## src/hdl/pbsq_pkg.sv

```systemverilog
// pbsq_pkg: shared types, codes and constants of the pointer button scroll qualifier
// no dependencies; imported by the top level

package pbsq_pkg;

  // q12 full scale
  localparam logic [12:0] Q12_ONE = 13'd4096;

  // register reset values
  localparam logic [12:0] TRIG_THR_RST    = 13'd2253;
  localparam logic [12:0] SCROLL_THR_RST  = 13'd2458;
  localparam logic [15:0] REP_DELAY_RST   = 16'd350;
  localparam logic [15:0] REP_IVL_RST     = 16'd100;
  localparam logic [15:0] BACK_SETTLE_RST = 16'd100;
  localparam logic [2:0]  MAX_REP_RST     = 3'd4;

  // depth of the event queue on the result side
  localparam int EV_SLOTS = 4;

  // configuration register indexes
  typedef enum logic [2:0] {
    CFG_TRIG_THR    = 3'd0,
    CFG_SCROLL_THR  = 3'd1,
    CFG_REP_DELAY   = 3'd2,
    CFG_REP_IVL     = 3'd3,
    CFG_BACK_SETTLE = 3'd4,
    CFG_MAX_REP     = 3'd5
  } cfg_idx_t;

  // event kinds
  typedef enum logic [2:0] {
    EV_MOVE   = 3'd0,
    EV_DOWN   = 3'd1,
    EV_UP     = 3'd2,
    EV_BACK   = 3'd3,
    EV_SCROLL = 3'd4,
    EV_REJECT = 3'd5
  } ev_kind_t;

  // scroll direction codes
  typedef enum logic [1:0] {
    DIR_NONE = 2'd0,
    DIR_POS  = 2'd1,
    DIR_NEG  = 2'd2
  } dir_t;

  // one controller sample
  typedef struct packed {
    logic               menu_on;
    logic [12:0]        trigger_level;
    logic signed [13:0] stick_y;
    logic               back_pressed;
    logic               has_position;
    logic signed [15:0] pos_x;
    logic signed [15:0] pos_y;
    logic [31:0]        time_ms;
  } sample_t;

  // one result event
  typedef struct packed {
    ev_kind_t           kind;
    logic signed [15:0] x;
    logic signed [15:0] y;
    logic signed [3:0]  steps;
    logic               last;
  } ev_t;

  // build an event, last flag filled in later
  function automatic ev_t mk_ev(ev_kind_t kind, logic signed [15:0] x,
                                logic signed [15:0] y, logic signed [3:0] steps);
    ev_t e;
    e.kind  = kind;
    e.x     = x;
    e.y     = y;
    e.steps = steps;
    e.last  = 1'b0;
    return e;
  endfunction

  // 32-bit add saturating at all ones
  function automatic logic [31:0] sat_add(logic [31:0] a, logic [31:0] b);
    logic [32:0] s;
    s = {1'b0, a} + {1'b0, b};
    return s[32] ? 32'hFFFF_FFFF : s[31:0];
  endfunction

endpackage

```

## src/hdl/pbsq_in_if.sv

```systemverilog
// pbsq_in_if: sample channel, valid/ready with the sample fields
// no dependencies

interface pbsq_in_if;
  logic               valid;
  logic               ready;
  logic               menu_on;
  logic [12:0]        trigger_level;
  logic signed [13:0] stick_y;
  logic               back_pressed;
  logic               has_position;
  logic signed [15:0] pos_x;
  logic signed [15:0] pos_y;
  logic [31:0]        time_ms;

  modport source (
    output valid, menu_on, trigger_level, stick_y, back_pressed,
           has_position, pos_x, pos_y, time_ms,
    input  ready
  );

  modport sink (
    input  valid, menu_on, trigger_level, stick_y, back_pressed,
           has_position, pos_x, pos_y, time_ms,
    output ready
  );
endinterface

```

## src/hdl/pbsq_out_if.sv

```systemverilog
// pbsq_out_if: event channel, valid/ready with the event fields
// no dependencies

interface pbsq_out_if;
  logic               valid;
  logic               ready;
  logic [2:0]         event_kind;
  logic signed [15:0] event_x;
  logic signed [15:0] event_y;
  logic signed [3:0]  scroll_steps;
  logic               last_event;

  modport source (
    output valid, event_kind, event_x, event_y, scroll_steps, last_event,
    input  ready
  );

  modport sink (
    input  valid, event_kind, event_x, event_y, scroll_steps, last_event,
    output ready
  );
endinterface

```

## src/hdl/pointer_button_scroll_qualifier_top.sv

```systemverilog
// pointer_button_scroll_qualifier_top: turns controller samples into pointer events
// depends on pbsq_pkg, pbsq_in_if and pbsq_out_if
//
//   channel   dir  handshake      word
//   in_word   in   valid/ready    one controller sample
//   out_word  out  valid/ready    one pointer event, last_event on the final one
//   cfg_*     in   cfg_we         register write, index 0..5, 16-bit data
//
// a sample is qualified from the input register when the queue can take it
// and its 0 to 4 events load a four-slot queue that drains one word a cycle
// while out_word.ready is high; the queue drain sets the sample rate
// the next sample is taken while the last event of the previous one is shown
// synchronous active-low reset clears the queue, the state and the registers
// to their defaults; a stalled output holds the queue and backs up the input

module pointer_button_scroll_qualifier_top
  import pbsq_pkg::*;
(
  input  logic        clk,
  input  logic        rst_n,
  pbsq_in_if.sink     in_word,
  pbsq_out_if.source  out_word,
  input  logic        cfg_we,
  input  logic [2:0]  cfg_index,
  input  logic [15:0] cfg_wdata
);

  // configuration registers
  logic [12:0] trig_thr_r;
  logic [12:0] scroll_thr_r;
  logic [15:0] rep_delay_r;
  logic [15:0] rep_ivl_r;
  logic [15:0] back_settle_r;
  logic [2:0]  max_rep_r;

  // input register
  logic    in_valid_r;
  sample_t in_r;

  // qualifier state
  logic        was_active_r,   was_active_nxt;
  logic        trig_held_r,    trig_held_nxt;
  logic        back_held_r,    back_held_nxt;
  logic        back_armed_r,   back_armed_nxt;
  logic        rel_pending_r,  rel_pending_nxt;
  logic [31:0] rel_start_r,    rel_start_nxt;
  dir_t        scroll_dir_r,   scroll_dir_nxt;
  logic [31:0] next_rep_r,     next_rep_nxt;
  logic [31:0] prev_time_r,    prev_time_nxt;

  // event queue
  ev_t        slot_r [EV_SLOTS];
  logic [2:0] cnt_r;

  // handshake
  logic fire;
  logic pop;

  // qualifier datapath
  logic               reject;
  logic               tdown;
  dir_t               dir;
  logic signed [14:0] stick15;
  logic signed [14:0] sthr15;
  logic [15:0]        iv;
  logic [2:0]         cap;
  logic [18:0]        mult [8];
  logic [31:0]        nra;
  logic [31:0]        lag_ms;
  logic [2:0]         reps_raw;
  logic [2:0]         reps;
  logic signed [3:0]  step_val;
  logic [32:0]        settle_end;
  ev_t                ev_new [EV_SLOTS];
  logic [2:0]         n_new;

  // handshake and queue control
  assign pop          = (cnt_r != 3'd0) && out_word.ready;
  assign fire         = in_valid_r && ((cnt_r == 3'd0) || ((cnt_r == 3'd1) && out_word.ready));
  assign in_word.ready = !in_valid_r || fire;

  // output from the queue head
  assign out_word.valid        = (cnt_r != 3'd0);
  assign out_word.event_kind   = slot_r[0].kind;
  assign out_word.event_x      = slot_r[0].x;
  assign out_word.event_y      = slot_r[0].y;
  assign out_word.scroll_steps = slot_r[0].steps;
  assign out_word.last_event   = slot_r[0].last;

  // configuration writes
  always_ff @(posedge clk) begin
    if (!rst_n) begin
      trig_thr_r    <= TRIG_THR_RST;
      scroll_thr_r  <= SCROLL_THR_RST;
      rep_delay_r   <= REP_DELAY_RST;
      rep_ivl_r     <= REP_IVL_RST;
      back_settle_r <= BACK_SETTLE_RST;
      max_rep_r     <= MAX_REP_RST;
    end else if (cfg_we) begin
      unique case (cfg_idx_t'(cfg_index))
        CFG_TRIG_THR:    trig_thr_r    <= cfg_wdata[12:0];
        CFG_SCROLL_THR:  scroll_thr_r  <= cfg_wdata[12:0];
        CFG_REP_DELAY:   rep_delay_r   <= cfg_wdata;
        CFG_REP_IVL:     rep_ivl_r     <= cfg_wdata;
        CFG_BACK_SETTLE: back_settle_r <= cfg_wdata;
        CFG_MAX_REP:     max_rep_r     <= cfg_wdata[2:0];
        default: ;
      endcase
    end
  end

  // input register
  always_ff @(posedge clk) begin
    if (!rst_n) begin
      in_valid_r <= 1'b0;
    end else if (in_word.ready) begin
      in_valid_r <= in_word.valid;
    end
  end

  always_ff @(posedge clk) begin
    if (in_word.ready && in_word.valid) begin
      in_r.menu_on       <= in_word.menu_on;
      in_r.trigger_level <= in_word.trigger_level;
      in_r.stick_y       <= in_word.stick_y;
      in_r.back_pressed  <= in_word.back_pressed;
      in_r.has_position  <= in_word.has_position;
      in_r.pos_x         <= in_word.pos_x;
      in_r.pos_y         <= in_word.pos_y;
      in_r.time_ms       <= in_word.time_ms;
    end
  end

  // range check, trigger and stick thresholds
  always_comb begin
    stick15 = {in_r.stick_y[13], in_r.stick_y};
    sthr15  = $signed({2'b00, scroll_thr_r});
    reject  = (in_r.trigger_level > Q12_ONE) || (stick15 > 15'sd4096) ||
              (stick15 < -15'sd4096);
    tdown   = (in_r.trigger_level >= trig_thr_r);
    priority if (stick15 >= sthr15) dir = DIR_POS;
    else if (stick15 <= -sthr15)    dir = DIR_NEG;
    else                            dir = DIR_NONE;
  end

  // autorepeat: interval multiples and step count by comparison
  always_comb begin
    logic [2:0] ge_cnt;
    iv  = (rep_ivl_r == 16'd0) ? 16'd1 : rep_ivl_r;
    cap = (max_rep_r == 3'd0) ? 3'd1 : max_rep_r;
    mult[0] = 19'd0;
    mult[1] = {3'b000, iv};
    mult[2] = {2'b00, iv, 1'b0};
    mult[3] = mult[2] + mult[1];
    mult[4] = {1'b0, iv, 2'b00};
    mult[5] = mult[4] + mult[1];
    mult[6] = mult[4] + mult[2];
    mult[7] = mult[6] + mult[1];
    // repeat time restarts when time runs backwards
    if (in_r.time_ms < prev_time_r) begin
      nra = (dir == DIR_NONE) ? 32'd0 : sat_add(in_r.time_ms, {16'd0, rep_delay_r});
    end else begin
      nra = next_rep_r;
    end
    lag_ms = in_r.time_ms - nra;
    ge_cnt = 3'd0;
    for (int k = 1; k < 7; k++) begin
      if (lag_ms >= {13'd0, mult[k]}) ge_cnt = ge_cnt + 3'd1;
    end
    reps_raw = ge_cnt + 3'd1;
    reps     = (reps_raw > cap) ? cap : reps_raw;
    step_val = (dir == DIR_NEG) ? -$signed({1'b0, reps}) : $signed({1'b0, reps});
  end

  // event list and next state for the sample in the input register
  always_comb begin
    was_active_nxt  = was_active_r;
    trig_held_nxt   = trig_held_r;
    back_held_nxt   = back_held_r;
    back_armed_nxt  = back_armed_r;
    rel_pending_nxt = rel_pending_r;
    rel_start_nxt   = rel_start_r;
    scroll_dir_nxt  = scroll_dir_r;
    next_rep_nxt    = next_rep_r;
    prev_time_nxt   = prev_time_r;
    settle_end      = 33'd0;
    n_new           = 3'd0;
    for (int i = 0; i < EV_SLOTS; i++) ev_new[i] = mk_ev(EV_MOVE, 16'sd0, 16'sd0, 4'sd0);

    if (reject) begin
      ev_new[0] = mk_ev(EV_REJECT, 16'sd0, 16'sd0, 4'sd0);
      n_new     = 3'd1;
    end else if (!in_r.menu_on) begin
      // menu left: release a held button, clear everything
      if (was_active_r && trig_held_r) begin
        ev_new[0] = mk_ev(EV_UP, 16'sd0, 16'sd0, 4'sd0);
        n_new     = 3'd1;
      end
      was_active_nxt  = 1'b0;
      trig_held_nxt   = 1'b0;
      back_held_nxt   = 1'b0;
      back_armed_nxt  = 1'b0;
      rel_pending_nxt = 1'b0;
      rel_start_nxt   = 32'd0;
      scroll_dir_nxt  = DIR_NONE;
      next_rep_nxt    = 32'd0;
      prev_time_nxt   = in_r.time_ms;
    end else if (!was_active_r) begin
      // menu entered: take the current levels without events for them
      was_active_nxt  = 1'b1;
      trig_held_nxt   = tdown;
      back_held_nxt   = in_r.back_pressed;
      back_armed_nxt  = 1'b0;
      rel_pending_nxt = !in_r.back_pressed;
      rel_start_nxt   = in_r.back_pressed ? 32'd0 : in_r.time_ms;
      scroll_dir_nxt  = dir;
      next_rep_nxt    = (dir == DIR_NONE) ? 32'd0 :
                        sat_add(in_r.time_ms, {16'd0, rep_delay_r});
      prev_time_nxt   = in_r.time_ms;
      if (in_r.has_position) begin
        ev_new[0] = mk_ev(EV_MOVE, in_r.pos_x, in_r.pos_y, 4'sd0);
        n_new     = 3'd1;
      end
    end else begin
      // pointer move
      if (in_r.has_position) begin
        ev_new[n_new[1:0]] = mk_ev(EV_MOVE, in_r.pos_x, in_r.pos_y, 4'sd0);
        n_new              = n_new + 3'd1;
      end
      // trigger edge
      if (tdown != trig_held_r) begin
        if (tdown && in_r.has_position) begin
          ev_new[n_new[1:0]] = mk_ev(EV_DOWN, in_r.pos_x, in_r.pos_y, 4'sd0);
          n_new              = n_new + 3'd1;
        end else if (!tdown) begin
          ev_new[n_new[1:0]] = mk_ev(EV_UP, 16'sd0, 16'sd0, 4'sd0);
          n_new              = n_new + 3'd1;
        end
        trig_held_nxt = tdown && in_r.has_position;
      end
      // back button settle and press
      if (!back_armed_r) begin
        if (in_r.back_pressed) begin
          rel_pending_nxt = 1'b0;
          rel_start_nxt   = 32'd0;
        end else begin
          if (!rel_pending_r) begin
            rel_pending_nxt = 1'b1;
            rel_start_nxt   = in_r.time_ms;
          end
          settle_end = {1'b0, rel_start_nxt} + {17'd0, back_settle_r};
          if ({1'b0, in_r.time_ms} >= settle_end) back_armed_nxt = 1'b1;
        end
      end else if (in_r.back_pressed && !back_held_r) begin
        ev_new[n_new[1:0]] = mk_ev(EV_BACK, 16'sd0, 16'sd0, 4'sd0);
        n_new              = n_new + 3'd1;
      end
      back_held_nxt = in_r.back_pressed;
      // scroll start and autorepeat
      next_rep_nxt = nra;
      if (dir != scroll_dir_r) begin
        if (dir != DIR_NONE) begin
          ev_new[n_new[1:0]] = mk_ev(EV_SCROLL, 16'sd0, 16'sd0,
                                     (dir == DIR_POS) ? 4'sd1 : -4'sd1);
          n_new              = n_new + 3'd1;
          next_rep_nxt       = sat_add(in_r.time_ms, {16'd0, rep_delay_r});
        end else begin
          next_rep_nxt = 32'd0;
        end
      end else if ((dir != DIR_NONE) && (in_r.time_ms >= nra)) begin
        ev_new[n_new[1:0]] = mk_ev(EV_SCROLL, 16'sd0, 16'sd0, step_val);
        n_new              = n_new + 3'd1;
        next_rep_nxt       = sat_add(nra, {13'd0, mult[reps]});
      end
      scroll_dir_nxt = dir;
      prev_time_nxt  = in_r.time_ms;
    end

    // mark the final event of the sample
    for (int i = 0; i < EV_SLOTS; i++) begin
      ev_new[i].last = (3'(i) == (n_new - 3'd1));
    end
  end

  // qualifier state registers
  always_ff @(posedge clk) begin
    if (!rst_n) begin
      was_active_r  <= 1'b0;
      trig_held_r   <= 1'b0;
      back_held_r   <= 1'b0;
      back_armed_r  <= 1'b0;
      rel_pending_r <= 1'b0;
      rel_start_r   <= 32'd0;
      scroll_dir_r  <= DIR_NONE;
      next_rep_r    <= 32'd0;
      prev_time_r   <= 32'd0;
    end else if (fire) begin
      was_active_r  <= was_active_nxt;
      trig_held_r   <= trig_held_nxt;
      back_held_r   <= back_held_nxt;
      back_armed_r  <= back_armed_nxt;
      rel_pending_r <= rel_pending_nxt;
      rel_start_r   <= rel_start_nxt;
      scroll_dir_r  <= scroll_dir_nxt;
      next_rep_r    <= next_rep_nxt;
      prev_time_r   <= prev_time_nxt;
    end
  end

  // event queue: load on fire, shift towards the head on pop
  always_ff @(posedge clk) begin
    if (!rst_n) begin
      cnt_r <= 3'd0;
    end else if (fire) begin
      cnt_r <= n_new;
    end else if (pop) begin
      cnt_r <= cnt_r - 3'd1;
    end
  end

  always_ff @(posedge clk) begin
    if (fire) begin
      for (int i = 0; i < EV_SLOTS; i++) slot_r[i] <= ev_new[i];
    end else if (pop) begin
      for (int i = 0; i < EV_SLOTS - 1; i++) slot_r[i] <= slot_r[i + 1];
    end
  end

endmodule
```

## src/flat_wrapper.sv

```systemverilog
// flat-port wrapper written by rule: the top's interface ports become plain ports
module pointer_button_scroll_qualifier_top_flat import pbsq_pkg::*;
  (clk, rst_n, cfg_we, cfg_index, cfg_wdata, in_word_valid, in_word_menu_on, in_word_trigger_level, in_word_stick_y, in_word_back_pressed, in_word_has_position, in_word_pos_x, in_word_pos_y, in_word_time_ms, in_word_ready, out_word_valid, out_word_event_kind, out_word_event_x, out_word_event_y, out_word_scroll_steps, out_word_last_event, out_word_ready);
  pbsq_in_if in_word_i ();
  pbsq_out_if out_word_i ();
  input  logic clk;
  input  logic rst_n;
  input  logic cfg_we;
  input  logic [2:0] cfg_index;
  input  logic [15:0] cfg_wdata;
  input wire logic [$bits(in_word_i.valid)-1:0] in_word_valid;
  input wire logic [$bits(in_word_i.menu_on)-1:0] in_word_menu_on;
  input wire logic [$bits(in_word_i.trigger_level)-1:0] in_word_trigger_level;
  input wire logic [$bits(in_word_i.stick_y)-1:0] in_word_stick_y;
  input wire logic [$bits(in_word_i.back_pressed)-1:0] in_word_back_pressed;
  input wire logic [$bits(in_word_i.has_position)-1:0] in_word_has_position;
  input wire logic [$bits(in_word_i.pos_x)-1:0] in_word_pos_x;
  input wire logic [$bits(in_word_i.pos_y)-1:0] in_word_pos_y;
  input wire logic [$bits(in_word_i.time_ms)-1:0] in_word_time_ms;
  output wire logic [$bits(in_word_i.ready)-1:0] in_word_ready;
  output wire logic [$bits(out_word_i.valid)-1:0] out_word_valid;
  output wire logic [$bits(out_word_i.event_kind)-1:0] out_word_event_kind;
  output wire logic [$bits(out_word_i.event_x)-1:0] out_word_event_x;
  output wire logic [$bits(out_word_i.event_y)-1:0] out_word_event_y;
  output wire logic [$bits(out_word_i.scroll_steps)-1:0] out_word_scroll_steps;
  output wire logic [$bits(out_word_i.last_event)-1:0] out_word_last_event;
  input wire logic [$bits(out_word_i.ready)-1:0] out_word_ready;
  assign in_word_i.valid = in_word_valid;
  assign in_word_i.menu_on = in_word_menu_on;
  assign in_word_i.trigger_level = in_word_trigger_level;
  assign in_word_i.stick_y = in_word_stick_y;
  assign in_word_i.back_pressed = in_word_back_pressed;
  assign in_word_i.has_position = in_word_has_position;
  assign in_word_i.pos_x = in_word_pos_x;
  assign in_word_i.pos_y = in_word_pos_y;
  assign in_word_i.time_ms = in_word_time_ms;
  assign in_word_ready = in_word_i.ready;
  assign out_word_valid = out_word_i.valid;
  assign out_word_event_kind = out_word_i.event_kind;
  assign out_word_event_x = out_word_i.event_x;
  assign out_word_event_y = out_word_i.event_y;
  assign out_word_scroll_steps = out_word_i.scroll_steps;
  assign out_word_last_event = out_word_i.last_event;
  assign out_word_i.ready = out_word_ready;
  pointer_button_scroll_qualifier_top u_core (.clk(clk), .rst_n(rst_n), .in_word(in_word_i), .out_word(out_word_i), .cfg_we(cfg_we), .cfg_index(cfg_index), .cfg_wdata(cfg_wdata));
endmodule
```

## config.mk

```make
export PLATFORM = sky130hd
export DESIGN_NAME = pointer_button_scroll_qualifier_top_flat
export DESIGN_NICKNAME = d
export VERILOG_FILES = /design/src/hdl/pbsq_pkg.sv /design/src/hdl/pbsq_in_if.sv /design/src/hdl/pbsq_out_if.sv /design/src/hdl/pointer_button_scroll_qualifier_top.sv /design/src/flat_wrapper.sv
export SDC_FILE = /design/constraint.sdc
export NUM_CORES = 1
export LEC_CHECK = 0
export ABC_AREA = 1
export BUFFER_PORTS_ARGS = -buffer_cell sky130_fd_sc_hd__clkbuf_2
export CELL_PAD_IN_SITES_DETAIL_PLACEMENT = 0
export CELL_PAD_IN_SITES_GLOBAL_PLACEMENT = 2
export CORE_MARGIN = 2
export CORE_UTILIZATION = 39
export CTS_BUF_LIST = sky130_fd_sc_hd__clkbuf_16
export DETAILED_ROUTE_END_ITERATION = 6
export HOLD_SLACK_MARGIN = 0.02
export PLACE_DENSITY = 0.95
export SYNTH_ARGS = -nofsm -noshare
export SYNTH_HDL_FRONTEND = slang
export SYNTH_SLANG_ARGS = --single-unit
```

## constraint.sdc

```tcl
create_clock -name clk -period 20.6 [get_ports clk]
set_input_delay 1.03 -clock clk [delete_from_list [all_inputs] [get_ports clk]]
set_output_delay 1.03 -clock clk [all_outputs]
set_load 0.01 [all_outputs]
```

* Word level (Yosys, flattened, before mapping)
Memories as Yosys holds them, arrays and structs flattened.
Cells that the tools add are included.
** Word-level totals
- Logic and storage cells :: 252
- Memories kept :: 1
- Output and inout bits :: 42
- Register bits after elaboration :: 278
- Input port bits :: 118
- Bits in writable memories :: 160
** Cells by class
- Eq/ne operators :: 15
- Muxes and demuxes :: 117
- Bitwise operators :: 14
- Reduce and logical (&&, ||, !) cells :: 36
- $add $sub $neg :: 21
- $lt $le $gt $ge :: 23
** Memory list
- u_core.slot_r :: words 4, width 40, read ports 4, clocked after memory_dff 0, write ports 4, RTL line pointer_button_scroll_qualifier_top.sv:52 : ev_t slot_r [EV_SLOTS];
** Operators with widths (count)
- $mux 160 :: 14
- $mux 32 :: 20
- $bwmux 160 :: 3
- $mux 40 :: 12
- $mux 120 :: 3
- $demux 40 s2 :: 3
- $and 156x156->156 :: 1
- $not 156->156 :: 1
- $and 152x152->152 :: 1
- $not 152->152 :: 1
- $ge 32x19->1 :: 3
- $mux 3 :: 29
- $add 32x16->33 :: 2
- $bmux 19 s3 :: 1
- $mux 39 :: 1
- $mux 19 :: 2
- $mux 37 :: 1
- $add 32x19->33 :: 1
- $ge 32x33->1 :: 1
- $ge 32x16->1 :: 1
- $ge 32x17->1 :: 1
- $ge 32x18->1 :: 1
- $ge 32x32->1 :: 1
- $lt 32x32->1 :: 1
- other kinds (50) :: 121

* Logic depth before layout (Yosys ltp)
Gate-level depths: netlist of run 1.
- Word-level depth :: 33
- Mapped depth :: 101
- Gate-level depth less buffers :: 99

* Worst setup path after synthesis of run 1
Ideal clock, no wire load.
- Path type :: register to register
- Start :: reg u_core.scroll_thr_r[1]
- End :: reg u_core.next_rep_r[28]
- Period minus slack after synthesis :: 12.686 ns
- Arrival :: 12.553 ns
- Slack :: 7.914 ns
- Buffers on the path :: 3
- Stages on the path, launching flop included :: 90
- Required time :: 20.468 ns
- Setup time :: 0.132 ns
- Cell sequence :: dfxtp_1 -> inv_1 -> ha_1 -> nand3_1 -> nor3_1 -> nand2_1 -> nor2_1 -> nand3_1 -> nor3_1 -> o22ai_1 -> ha_1 -> nand3_1 -> nor4_1 -> nand2_1 -> a21oi_1 -> nor2_1 -> nand2_1 -> buf_2 -> (+54 left out) -> nand2_1 -> ha_1 -> nand3_1 -> nand2_1 -> a31oi_1 -> o21ai_0 -> a21oi_1 -> o21ai_0 -> a21boi_0 -> o21ai_0 -> nand4_1 -> nand2_1 -> nand3_1 -> nor2_1 -> nor2_2 -> nand3_1 -> nand2_1 -> a21oi_1
** On the way
- Cells in the longest elaborated chain, start to end :: 33
- Elaborated cells on any way between the ends :: 44
- Those cells by class :: add/sub (9); order compare (10); eq/ne (1); mux (20); bitwise (1); reduce/logical (3)
** RTL lines
- from (decl) :: RTL line pointer_button_scroll_qualifier_top.sv:30 : logic [12:0] scroll_thr_r;
- from (signal assigned) :: RTL line pointer_button_scroll_qualifier_top.sv:102 : CFG_SCROLL_THR: scroll_thr_r <= cfg_wdata[12:0];
- $neg 13->15 :: RTL line pointer_button_scroll_qualifier_top.sv:142 : else if (stick15 <= -sthr15) dir = DIR_NEG;
- $le 14x15->1 :: RTL line pointer_button_scroll_qualifier_top.sv:142
- $mux 2 :: RTL line pointer_button_scroll_qualifier_top.sv:142
- $mux 2 (*) :: RTL line pointer_button_scroll_qualifier_top.sv:141 : priority if (stick15 >= sthr15) dir = DIR_POS;
- $logic_not 2->1 :: RTL line pointer_button_scroll_qualifier_top.sv:161, pointer_button_scroll_qualifier_top.sv:217
- $mux 32 :: RTL line pointer_button_scroll_qualifier_top.sv:161, pointer_button_scroll_qualifier_top.sv:217
- $mux 32 :: RTL line pointer_button_scroll_qualifier_top.sv:160 : if (in_r.time_ms < prev_time_r) begin
- $sub 32x32->32 :: RTL line pointer_button_scroll_qualifier_top.sv:165 : lag_ms = in_r.time_ms - nra;
- (+16 left out)
- $bmux 19 s3 :: RTL line pointer_button_scroll_qualifier_top.sv:273 : next_rep_nxt = sat_add(nra, {13'd0, mult[reps]});
- $mux 19 (implied by the code) (2 in a row) :: RTL line pointer_button_scroll_qualifier_top.sv:273
- $add 32x19->33 :: RTL line pbsq_pkg.sv:83 : s = {1'b0, a} + {1'b0, b};
- $mux 32 :: RTL line pbsq_pkg.sv:84 : return s[32] ? 32'hFFFF_FFFF : s[31:0];
- $mux 32 :: RTL line pointer_button_scroll_qualifier_top.sv:270 : end else if ((dir != DIR_NONE) && (in_r.time_ms >= nra)) begin
- $mux 32 :: RTL line pointer_button_scroll_qualifier_top.sv:261 : if (dir != scroll_dir_r) begin
- $mux 32 (*) :: RTL line pointer_button_scroll_qualifier_top.sv:208 : end else if (!was_active_r) begin
- $mux 32 (*) :: RTL line pointer_button_scroll_qualifier_top.sv:193 : end else if (!in_r.menu_on) begin
- to (signal assigned) :: RTL line pointer_button_scroll_qualifier_top.sv:305 : next_rep_r <= next_rep_nxt;
- to (decl) :: RTL line pointer_button_scroll_qualifier_top.sv:48 : logic [31:0] next_rep_r, next_rep_nxt;
Every way passes the cells marked *; elsewhere a longest branch is shown, timed or not. The select of a mux whose other input is x is not followed.
A chain may end at the register's enable or synchronous reset.

* Worst setup path in the final report of run 1
- Start :: reg u_core.scroll_thr_r[1]
- End :: reg u_core.next_rep_r[30]
Same word-level chain as after synthesis.

==> metrics.txt, run 1 <==
overall fraction of global-route tracks in use=24.2%; Hold Path Origin=u_core.rel_start_r[12]; arrival time at the worst endpoint=16.22 ns; total wire length after detailed routing=101 mm; area share of the leading cell type in the synthesized netlist=18.3%; worst vdd ir=0.0846 mV; initial standard-cell utilization of the core=39.2%; vias in the first global route=27.4k; clock net sink count=372; Antenna Violating Nets Remaining=0; setup repair after global routing missed its margin=no; fmax=63.2 MHz; max incr delay on CP=0.87 ns; Syn Inst Count=4427; count of nets after finishing=5016; leakage dissipation=16.0 nW; warning count from the yosys run=0; number of enable flip-flop cells after synthesis=188; HPWL after detailed placement=77.7 mm; worst setup path startpoint=u_core.scroll_thr_r[1]; largest net degree at the start of global routing=91; end of the worst register-to-register path=u_core.next_rep_r[30]; Final Hold Fails=0; post-synthesis async set-or-reset flop share=0%; post-detailed-route DRC marker count=0; origin of the critical flop-to-flop path=u_core.scroll_thr_r[1]; clk buf depth=3; I/O pin total=160; Placement Rows=103; total global routing overflow=0; global-route wire length before repair=155 mm; share of the clock period used by the worst path after layout=76.8%; n_diodes=0; core region area=78700 um^2; Slew headroom=23.9%; number of buffers added to fix hold violations after cts=0; slowest CP cell=sky130_fd_sc_hd__nor2_1; number of maximum-capacitance violations=0; Worst R2R Path Depth=88; largest area contributor in the netlist=sky130_fd_sc_hd__edfxtp_1; clock tree from TritonCTS=yes; area of the mapped netlist=30900 um^2; Primary FF master, synth=sky130_fd_sc_hd__edfxtp_1; H-tree depth reported by CTS=2; signed area change from the synthesized netlist to the final layout=10.6%; most used cell, CP=sky130_fd_sc_hd__nand2_1; number of setup violations in the final report=0; number of stages on the worst hold path=2; cells taking the most area after synthesis=sky130_fd_sc_hd__edfxtp_1 18%, sky130_fd_sc_hd__nand2_1 15%, sky130_fd_sc_hd__ha_1 14%; post-CTS setup-driven buffer insertion count=0; vias per inst=5.17; Die Wd=285 um; average instance area after synthesis=6.98 um^2; Hold EP=u_core.rel_start_r[12]; die extent in y=285 um; total power divided by cell area=101 nW/um^2; area of the die=81500 um^2; outcome=finished, final reports clean; cell total after placement=5539; Post-Syn Nets=4909; proportion of layout cells with a drive suffix above 1=8.08%; final non-filler cell total=5618; setup clock skew after layout=0.0467 ns; 1st-iter DRT viols=2056; number of flip-flops and latches in the synthesized netlist=372; post-CTS clock slew at the launch and capture registers of the worst setup and hold paths=0.06 ns; Initial DRT Pass Iterations=6; final sum of negative setup slack=0 ns; port buffer count=159; average wire per cell in the routed design=17.9 um; placement-stage worst setup slack=4.95 ns; crit path kind=register to register; source-to-sink clock delay at the later pin of the worst-skew pair=0.60 ns; post-route minimum period=15.81 ns; worst min path class=register to register; via count=29.1k; crit end category=register; setup slack after layout=4.79 ns; master cell of the clock root buffer=sky130_fd_sc_hd__clkbuf_16; count of cell types in the netlist=62; last weighted congestion value of the routability-driven placer=0.943; share of the yosys chip area belonging to registers=30.2%; worst slew pin tran=1.14 ns; number of max-slew violations in the final report=0; maximum fanout along the worst path=44; register-to-register path setup slack=4.79 ns; Worst setup SP type=register; number of cells upsized or downsized after cts=0; TritonCTS buffer count=43; Req. time, crit path=21.01 ns; initial antenna violation count=1
[critical path, delay by kind of cell (launching register included)]
kind | cells | cell delay, ns
AO/OA/AOI/OAI | 21 | 3.49
XOR/XNOR | 1 | 0.61
adder cells (fa/ha/maj) | 11 | 3.12
buffers and inverters | 12 | 1.86
flip-flops | 1 | 0.32
AND/OR/NAND/NOR | 43 | 6.17
[flip-flops by register name (all words and copies together) (netlist names), 16 cells and up]
signal                cells
u_core.rel_start_r       32
u_core.back_settle_r     16
u_core.in_r              94
u_core.rep_delay_r       16
u_core.slot_r            94
u_core.rep_ivl_r         16
u_core.prev_time_r       32
u_core.next_rep_r        32
[synthesized netlist by cell type (72+ instances only)]
cell type and n:
sky130_fd_sc_hd__ha_1 357, sky130_fd_sc_hd__o21ai_0 296, sky130_fd_sc_hd__xor2_1 105, sky130_fd_sc_hd__nor2_1 280, sky130_fd_sc_hd__nor3_1 72, sky130_fd_sc_hd__dfxtp_1 184
sky130_fd_sc_hd__edfxtp_1 188, sky130_fd_sc_hd__a21oi_1 393, sky130_fd_sc_hd__nand3_1 271, sky130_fd_sc_hd__nand2_1 1233, sky130_fd_sc_hd__clkbuf_1 112, sky130_fd_sc_hd__inv_1 559
[layout by cell type, fill, tap and decap left out, types with 44 or more instances in the layout]
master and n:
sky130_fd_sc_hd__nor3_1 71, sky130_fd_sc_hd__clkbuf_16 44, sky130_fd_sc_hd__edfxtp_1 188, sky130_fd_sc_hd__o21ai_0 295, sky130_fd_sc_hd__dfxtp_1 184, sky130_fd_sc_hd__nand3_1 271, sky130_fd_sc_hd__nor2_1 276, sky130_fd_sc_hd__xor2_1 105
sky130_fd_sc_hd__nand4_1 55, sky130_fd_sc_hd__o211ai_1 55, sky130_fd_sc_hd__a21oi_1 392, sky130_fd_sc_hd__clkbuf_2 158, sky130_fd_sc_hd__ha_1 357, sky130_fd_sc_hd__nand2_1 1232, sky130_fd_sc_hd__inv_1 565
[report_power, final]
| part | internal (mW) | leakage [nW] | switching [mW] |
|---|---|---|---|
| logic | 0.530 | 11.9 | 1.09 |
| registers | 0.966 | 3.33 | 0.0801 |
| clock network | 0.465 | 0.739 | 0.326 |
| total | 1.96 | 16.0 | 1.50 |
[layout make-up]
class,count,area [um^2]
flip-flops and latches,372,9330
fillers,8215,44600
inverters,578,2170
repair buffers,193,1050
clock inverters,35,347
multi-input cells,3346,18900
clock buffers,44,1100
well taps,1050,1310
[metrics by stage]
stage / util, % / area [um^2] / total power, mW / hold WS, ns
floorplan: - / 30900 / 2.18 / 0.433
global placement: 41.6 / 32700 / 2.65 / 0.447
detailed placement: 41.6 / 32700 / 2.67 / 0.451
CTS: 43.4 / 34200 / 3.47 / 0.460
global route: 43.4 / 34200 / 3.74 / 0.477
finish: 43.4 / 34200 / 3.46 / 0.461
[cells by family after synthesis]
kind of cell               after synthesis  synth area share (%)
AOI/OAI and AO/OA                      832                  14.6
xor gates and xnor gates               127                  3.60
adders and majority gates              364                  14.9
buffers and inverters                  709                  8.89
DFF                                    372                  30.2
and+or+nand+nor                       2023                  27.7
[routing by layer]
metal  wire (um)  vias up  global-route usage (%)
met4        2520        0                    6.41
met5           0        -                       0
li1            -    14900                       -
met3        5620      122                    3.02
met2       45600      749                    39.9
met1       46800    13300                    33.4
[worst max path at each step]
| stage | to | slack [ns] | cells after the start |
|---|---|---|---|
| after floorplan | u_core.next_rep_r[28] | 7.91 | 89 |
| after global placement | u_core.next_rep_r[30] | 5.17 | 88 |
| after detailed placement | u_core.next_rep_r[29] | 4.95 | 88 |
| after CTS | u_core.next_rep_r[30] | 4.92 | 88 |
| after global routing | u_core.next_rep_r[30] | 3.03 | 89 |
| final | u_core.next_rep_r[30] | 4.79 | 88 |
(Power assumes the default switching activity.)
==> run 2: changes to the inputs <==
Settings changed: CORE_UTILIZATION 39 to 36, PLACE_DENSITY 0.95 to 0.91.
Clock period 20.6 ns to 15 ns, I/O delays scaled along.
==> run 2 against run 1 <==
Clock skew is 0.016 ns lower. Worst setup slack worse by 3.4 ns. Register-to-register slack worse by 3.4 ns. Routed wire length is 2.0% higher. Via count is 0.59% higher. Combinational power is 43% higher. Cell area is 1.5% higher. Die area is 8.2% higher.
==> metrics.txt, run 2 (synthesis results as in run 1) <==
Placement Rows=107 (+3.9%); number of maximum-capacitance violations=0 (unchanged); port buffer count=159 (unchanged); worst slew pin tran=1.20 ns (+0.0623 ns); most used cell, CP=sky130_fd_sc_hd__nand2_1; max incr delay on CP=0.43 ns (-0.44 ns); vias per inst=5.09 (-1.6%); arrival time at the worst endpoint=14.02 ns (-2.20 ns); number of setup violations in the final report=0 (unchanged); worst hold slack=0.335 ns (-0.125 ns); global-route wire length before repair=159 mm (+2.5%); I/O pin total=160 (unchanged); share of the clock period used by the worst path after layout=90.8% (+14 points); 1st-iter DRT viols=2197 (+6.9%); outcome=finished, final reports clean; maximum fanout along the worst path=19 (-57%); final non-filler cell total=5741 (+2.2%); setup clock skew after layout=0.0310 ns (-0.0157 ns); Worst setup SP type=register; clock tree from TritonCTS=yes; largest net degree at the start of global routing=115 (+26%); Initial DRT Pass Iterations=6 (unchanged); proportion of layout cells with a drive suffix above 1=9.14% (+1.1 points); clock network fraction of design power=23.0% (about the same); last weighted congestion value of the routability-driven placer=0.928 (-1.6%); HPWL after detailed placement=79.9 mm (+2.7%); number of max-slew violations in the final report=0 (unchanged); crit end category=register; Slew headroom=19.8% (-4.2 points); final non-filler cell area=34700 um^2 (+1.5%); average wire per cell in the routed design=17.9 um (-0.19%); Die Wd=297 um (+4.0%); vias in the first global route=27.8k (+1.4%); multi-input combinational cell area=19000 um^2 (+0.62%); post-detailed-route DRC marker count=0 (unchanged); post-route minimum period=13.62 ns (-2.19 ns); core region area=85100 um^2 (+8.1%); initial standard-cell utilization of the core=36.3% (-3.0 points); slowest CP cell=sky130_fd_sc_hd__a2111oi_0; worst min path class=input port to register; Comb power frac=47.6% (+0.8 points); Req. time, crit path=15.40 ns (-5.61 ns); clock net sink count=372 (unchanged); count of nets after finishing=5044 (+0.56%); initial antenna violation count=4 (+3); clk buf depth=3 (unchanged); most common cell after layout, fill and taps aside=sky130_fd_sc_hd__nand2_1; post-CTS clock slew at the launch and capture registers of the worst setup and hold paths=0.07 ns (about the same); register share of total power=29.4% (-0.9 points); worst vdd ir=0.0922 mV (+9.0%); TritonCTS buffer count=43 (unchanged); top library cells by usage in the layout, fill and taps aside=1231 x sky130_fd_sc_hd__nand2_1, 560 x sky130_fd_sc_hd__inv_1, 391 x sky130_fd_sc_hd__a21oi_1; signed area change from the synthesized netlist to the final layout=12.3%; die extent in y=297 um (+4.0%); fill cell total of the finished layout=9154 (+11%); post-route core utilization=40.7% (-2.7 points); total power divided by cell area=140 nW/um^2 (+38%); fmax=73.4 MHz (+16%); area of the die=88200 um^2 (+8.2%); total wire length after detailed routing=103 mm (+2.0%); total global routing overflow=0 (unchanged); Final Hold Fails=0 (unchanged); leading registers by flop count=u_core.in_r: 94 flops, u_core.slot_r: 94 flops; switching power of the nets=2.09 mW (+40%); source-to-sink clock delay at the later pin of the worst-skew pair=0.58 ns (-0.02 ns); cell total after placement=5657 (+2.1%); Placed Instance Area=33000 um^2 (+0.91%); Antenna Violating Nets Remaining=0 (unchanged); Power Internal=2.75 mW (+40%); master cell of the clock root buffer=sky130_fd_sc_hd__clkbuf_16; crit path kind=register to register; H-tree depth reported by CTS=2 (unchanged); via count=29.2k (+0.59%); switch share=43.2% (-0.051 points); overall fraction of global-route tracks in use=22.6% (-1.6 points); leakage dissipation=16.1 nW (+1.0%); setup repair after global routing missed its margin=no; flip-flop and latch area=9330 um^2 (unchanged); final sum of negative setup slack=0 ns (unchanged)
==> run 2: layer usage <==
| metal | routed length (um) | up-vias | share of wire [%] | global-route usage [%] |
|---|---|---|---|---|
| met2 | 47300 | 611 | 46 | 37.8 |
| li1 | - | 15000 | - | - |
| met5 | 0 | - | 0 | 0 |
| met1 | 48300 | 13500 | 47 | 31.3 |
| met3 | 4340 | 116 | 4.2 | 1.82 |
| met4 | 2620 | 0 | 2.6 | 6.24 |
==> run 2: power groups by stage <==
| stage | logic (mW) | clock network [mW] | registers, mW |
|---|---|---|---|
| 2_1_floorplan | 1.54 | 0 | 1.45 |
| 3_3_place_gp | 2.27 | 0 | 1.44 |
| 3_5_place_dp | 2.28 | 0 | 1.44 |
| 4_1_cts | 2.29 | 1.14 | 1.42 |
| 5_1_grt | 2.62 | 1.18 | 1.44 |
| 6_report | 2.31 | 1.11 | 1.42 |
==> run 2: path summary, 6_finish.rpt <==
kind,startpoint,endpoint,slack [ns],depth (start not counted)
worst min register to register,u_core.rel_start_r[20],u_core.rel_start_r[20],0.46,2
worst max register to register,u_core.scroll_thr_r[1],u_core.next_rep_r[30],1.38,87
worst max-delay path,u_core.scroll_thr_r[1],u_core.next_rep_r[30],1.38,87
worst min-delay path,in_word_time_ms[24],u_core.in_r[24],0.34,1
==> run 2: repair_timing <==
action / in CTS / in global routing
setup buffers: 0 / 3
setup endpoints to repair: 0 / 32
hold endpoints to repair: 0 / 0
hold buffers: 0 / 0
resized for setup: 0 / 41
==> run 2: layout make-up <==
type	instances	area share (%)
multi-input cells	3347	54.7
flip-flops and latches	372	26.9
inverters	578	6.27
well taps	1144	4.13
repair buffers	220	3.71
clock buffers	46	3.32
clock inverters	32	0.953
diodes	2	0.0144
==> run 2: critical path: cells and delay by family, from the launching register on <==
| kind | cells | cell delay [ns] |
|---|---|---|
| AOI/OAI and AO/OA | 21 | 3.13 |
| xor gates and xnor gates | 1 | 0.30 |
| adders and majority gates | 11 | 3.19 |
| buffers and inverters | 10 | 1.08 |
| DFF | 1 | 0.31 |
| and+or+nand+nor | 44 | 5.46 |
==> run 2: metrics by stage <==
stage	setup WS (ns)	power [mW]
2_1_floorplan	2.31	2.99
3_3_place_gp	0.363	3.71
3_5_place_dp	0.146	3.73
4_1_cts	0.106	4.86
5_1_grt	0.0190	5.24
6_report	1.38	4.84
==> run 3: changes to the inputs <==
Settings changed: PLACE_DENSITY 0.91 to default, PLACE_DENSITY_LB_ADDON from default to 0.1.
==> run 3 against run 2 <==
Count of clock-buffer cells in the layout rose by 2. Combinational power barely moved. Register-to-register slack got worse by 0.14 ns. Critical path type unchanged. Highest routed layer unchanged.
==> metrics.txt, run 3 (synthesis results as in run 1) <==
setup clock skew after layout=0.0974 ns (+0.0664 ns); Antenna Violating Nets Remaining=0 (unchanged); overall fraction of global-route tracks in use=24.0% (+1.4 points); vias in the first global route=27.7k (-0.28%); crit path kind=register to register; post-CTS clock slew at the launch and capture registers of the worst setup and hold paths=0.06 ns (about the same); total global routing overflow=0 (unchanged); number of setup violations in the final report=0 (unchanged); slowest CP cell=sky130_fd_sc_hd__fa_1; source-to-sink clock delay at the later pin of the worst-skew pair=0.66 ns (+0.08 ns); fmax=72.7 MHz (-0.98%); worst min path class=input port to register; worst hold slack=0.269 ns (-0.0668 ns); worst vdd ir=0.0876 mV (-4.9%); proportion of layout cells with a drive suffix above 1=9.69% (+0.55 points); 1st-iter DRT viols=1975 (-10%); HPWL after detailed placement=85.0 mm (+6.4%); average wire per cell in the routed design=18.8 um (+5.4%); Final Hold Fails=0 (unchanged); initial antenna violation count=3 (-1); vias per inst=5.05 (-0.92%); port buffer count=159 (unchanged); last weighted congestion value of the routability-driven placer=0.904 (-2.5%); final non-filler cell area=35000 um^2 (+0.91%); most used cell, CP=sky130_fd_sc_hd__nand2_1; crit end category=register; Placed Instance Area=33200 um^2 (+0.53%); post-route core utilization=41.1% (+0.37 points); Req. time, crit path=15.41 ns (about the same); maximum fanout along the worst path=22 (+3); arrival time at the worst endpoint=14.16 ns (+0.14 ns); share of the clock period used by the worst path after layout=91.7% (+0.90 points); die extent in y=297 um (unchanged); outcome=finished, final reports clean; leakage dissipation=16.3 nW (+1.1%); signed area change from the synthesized netlist to the final layout=13.3%; I/O pin total=160 (unchanged); top library cells by usage in the layout, fill and taps aside=1228 x sky130_fd_sc_hd__nand2_1, 571 x sky130_fd_sc_hd__inv_1, 392 x sky130_fd_sc_hd__a21oi_1; Slew headroom=23.3% (+3.5 points); clock net sink count=372 (unchanged); area of the die=88200 um^2 (unchanged); max incr delay on CP=0.53 ns (+0.10 ns); Worst setup SP type=register; count of nets after finishing=5066 (+0.44%); fill cell total of the finished layout=9282 (+1.4%); number of max-slew violations in the final report=0 (unchanged); via count=29.1k (-0.40%); total wire length after detailed routing=109 mm (+6.0%); clk buf depth=3 (unchanged); worst slew pin tran=1.15 ns (-0.0522 ns); register-to-register path setup slack=1.25 ns (-0.14 ns); master cell of the clock root buffer=sky130_fd_sc_hd__clkbuf_16; most common cell after layout, fill and taps aside=sky130_fd_sc_hd__nand2_1; clock tree from TritonCTS=yes; Initial DRT Pass Iterations=6 (unchanged); largest net degree at the start of global routing=80 (-30%); leading registers by flop count=u_core.in_r: 94 flops, u_core.slot_r: 94 flops; core region area=85100 um^2 (unchanged); final non-filler cell total=5771 (+0.52%); Die Wd=297 um (unchanged); H-tree depth reported by CTS=2 (unchanged); TritonCTS buffer count=47 (+9.3%); Placement Rows=107 (unchanged); post-detailed-route DRC marker count=0 (unchanged); cell total after placement=5675 (+0.32%); number of maximum-capacitance violations=0 (unchanged); global-route wire length before repair=166 mm (+4.0%); total power divided by cell area=140 nW/um^2 (+0.59%); initial standard-cell utilization of the core=36.3% (unchanged); post-route minimum period=13.75 ns (+0.135 ns)
-- run 3: changes by cell type in the layout (fill, tap and decap cells not counted), moves of 3 or more --
cell                        before   now
sky130_fd_sc_hd__nand2_1      1231  1228
sky130_fd_sc_hd__clkinv_1       15    11
sky130_fd_sc_hd__o21ai_1         6     9
sky130_fd_sc_hd__nand2_2        17    20
sky130_fd_sc_hd__ha_2            1     4
sky130_fd_sc_hd__buf_6           3     0
sky130_fd_sc_hd__buf_4          57    77
sky130_fd_sc_hd__clkinv_16       0     3
sky130_fd_sc_hd__ha_1          356   352
sky130_fd_sc_hd__inv_1         560   571
-- run 3: where the power goes --
group | switching [mW] | total, mW | internal [mW] | leakage, nW
Clock | 0.487 | 1.16 | 0.674 | 0.824
Combinational | 1.56 | 2.34 | 0.779 | 12.2
Sequential | 0.0944 | 1.42 | 1.33 | 3.33
Total | 2.14 | 4.92 | 2.78 | 16.3
-- run 3: critical path: cells and delay by family, from the launching register on --
kind	cells	cell delay (ns)
AND/OR/NAND/NOR	47	6.04
AO/OA/AOI/OAI	16	2.29
buffers and inverters	10	1.18
XOR/XNOR	1	0.16
flip-flops	1	0.32
adder cells (fa/ha/maj)	11	3.47
-- run 3: final cells by class --
class,instances,area (um^2),area share [%]
inverters,578,2170,6.21
clock buffers,48,1200,3.43
diodes,4,10.0,0.0286
multi-input cells,3347,19000,54.4
well taps,1144,1430,4.09
repair buffers,238,1430,4.08
flip-flops and latches,372,9330,26.7
clock inverters,40,389,1.11
-- run 3: per-layer routing --
metal	up-vias	wire length [um]	track usage, %
met1	13300	52800	34.5
met4	0	2760	6.48
li1	15100	-	-
met3	106	4980	2.46
met2	620	48100	38.3
met5	-	0	0
-- run 3: stage by stage --
stage                     worst slack (ns)  power, mW  setup TNS, ns
final                                 1.25       4.92              0
after global routing               -0.0784       5.34         -0.503
after CTS                            0.312       4.95              0
after detailed placement             0.471       3.76              0
after global placement               0.619       3.76              0
after floorplan                       2.31       2.99              0
-- run 3: final timing paths --
check	cells after the start	startpoint	to
hold reg to reg	2	u_core.trig_thr_r[5]	u_core.trig_thr_r[5]
setup reg to reg	85	u_core.scroll_thr_r[1]	u_core.next_rep_r[25]
hold / removal	1	in_word_stick_y[0]	u_core.in_r[66]
setup / recovery	85	u_core.scroll_thr_r[1]	u_core.next_rep_r[25]
-- run 3: what timing repair did --
item	CTS	global route
hold buffers	0	0
buffers inserted	0	3
resized for setup	0	47
setup endpoints to repair	0	32
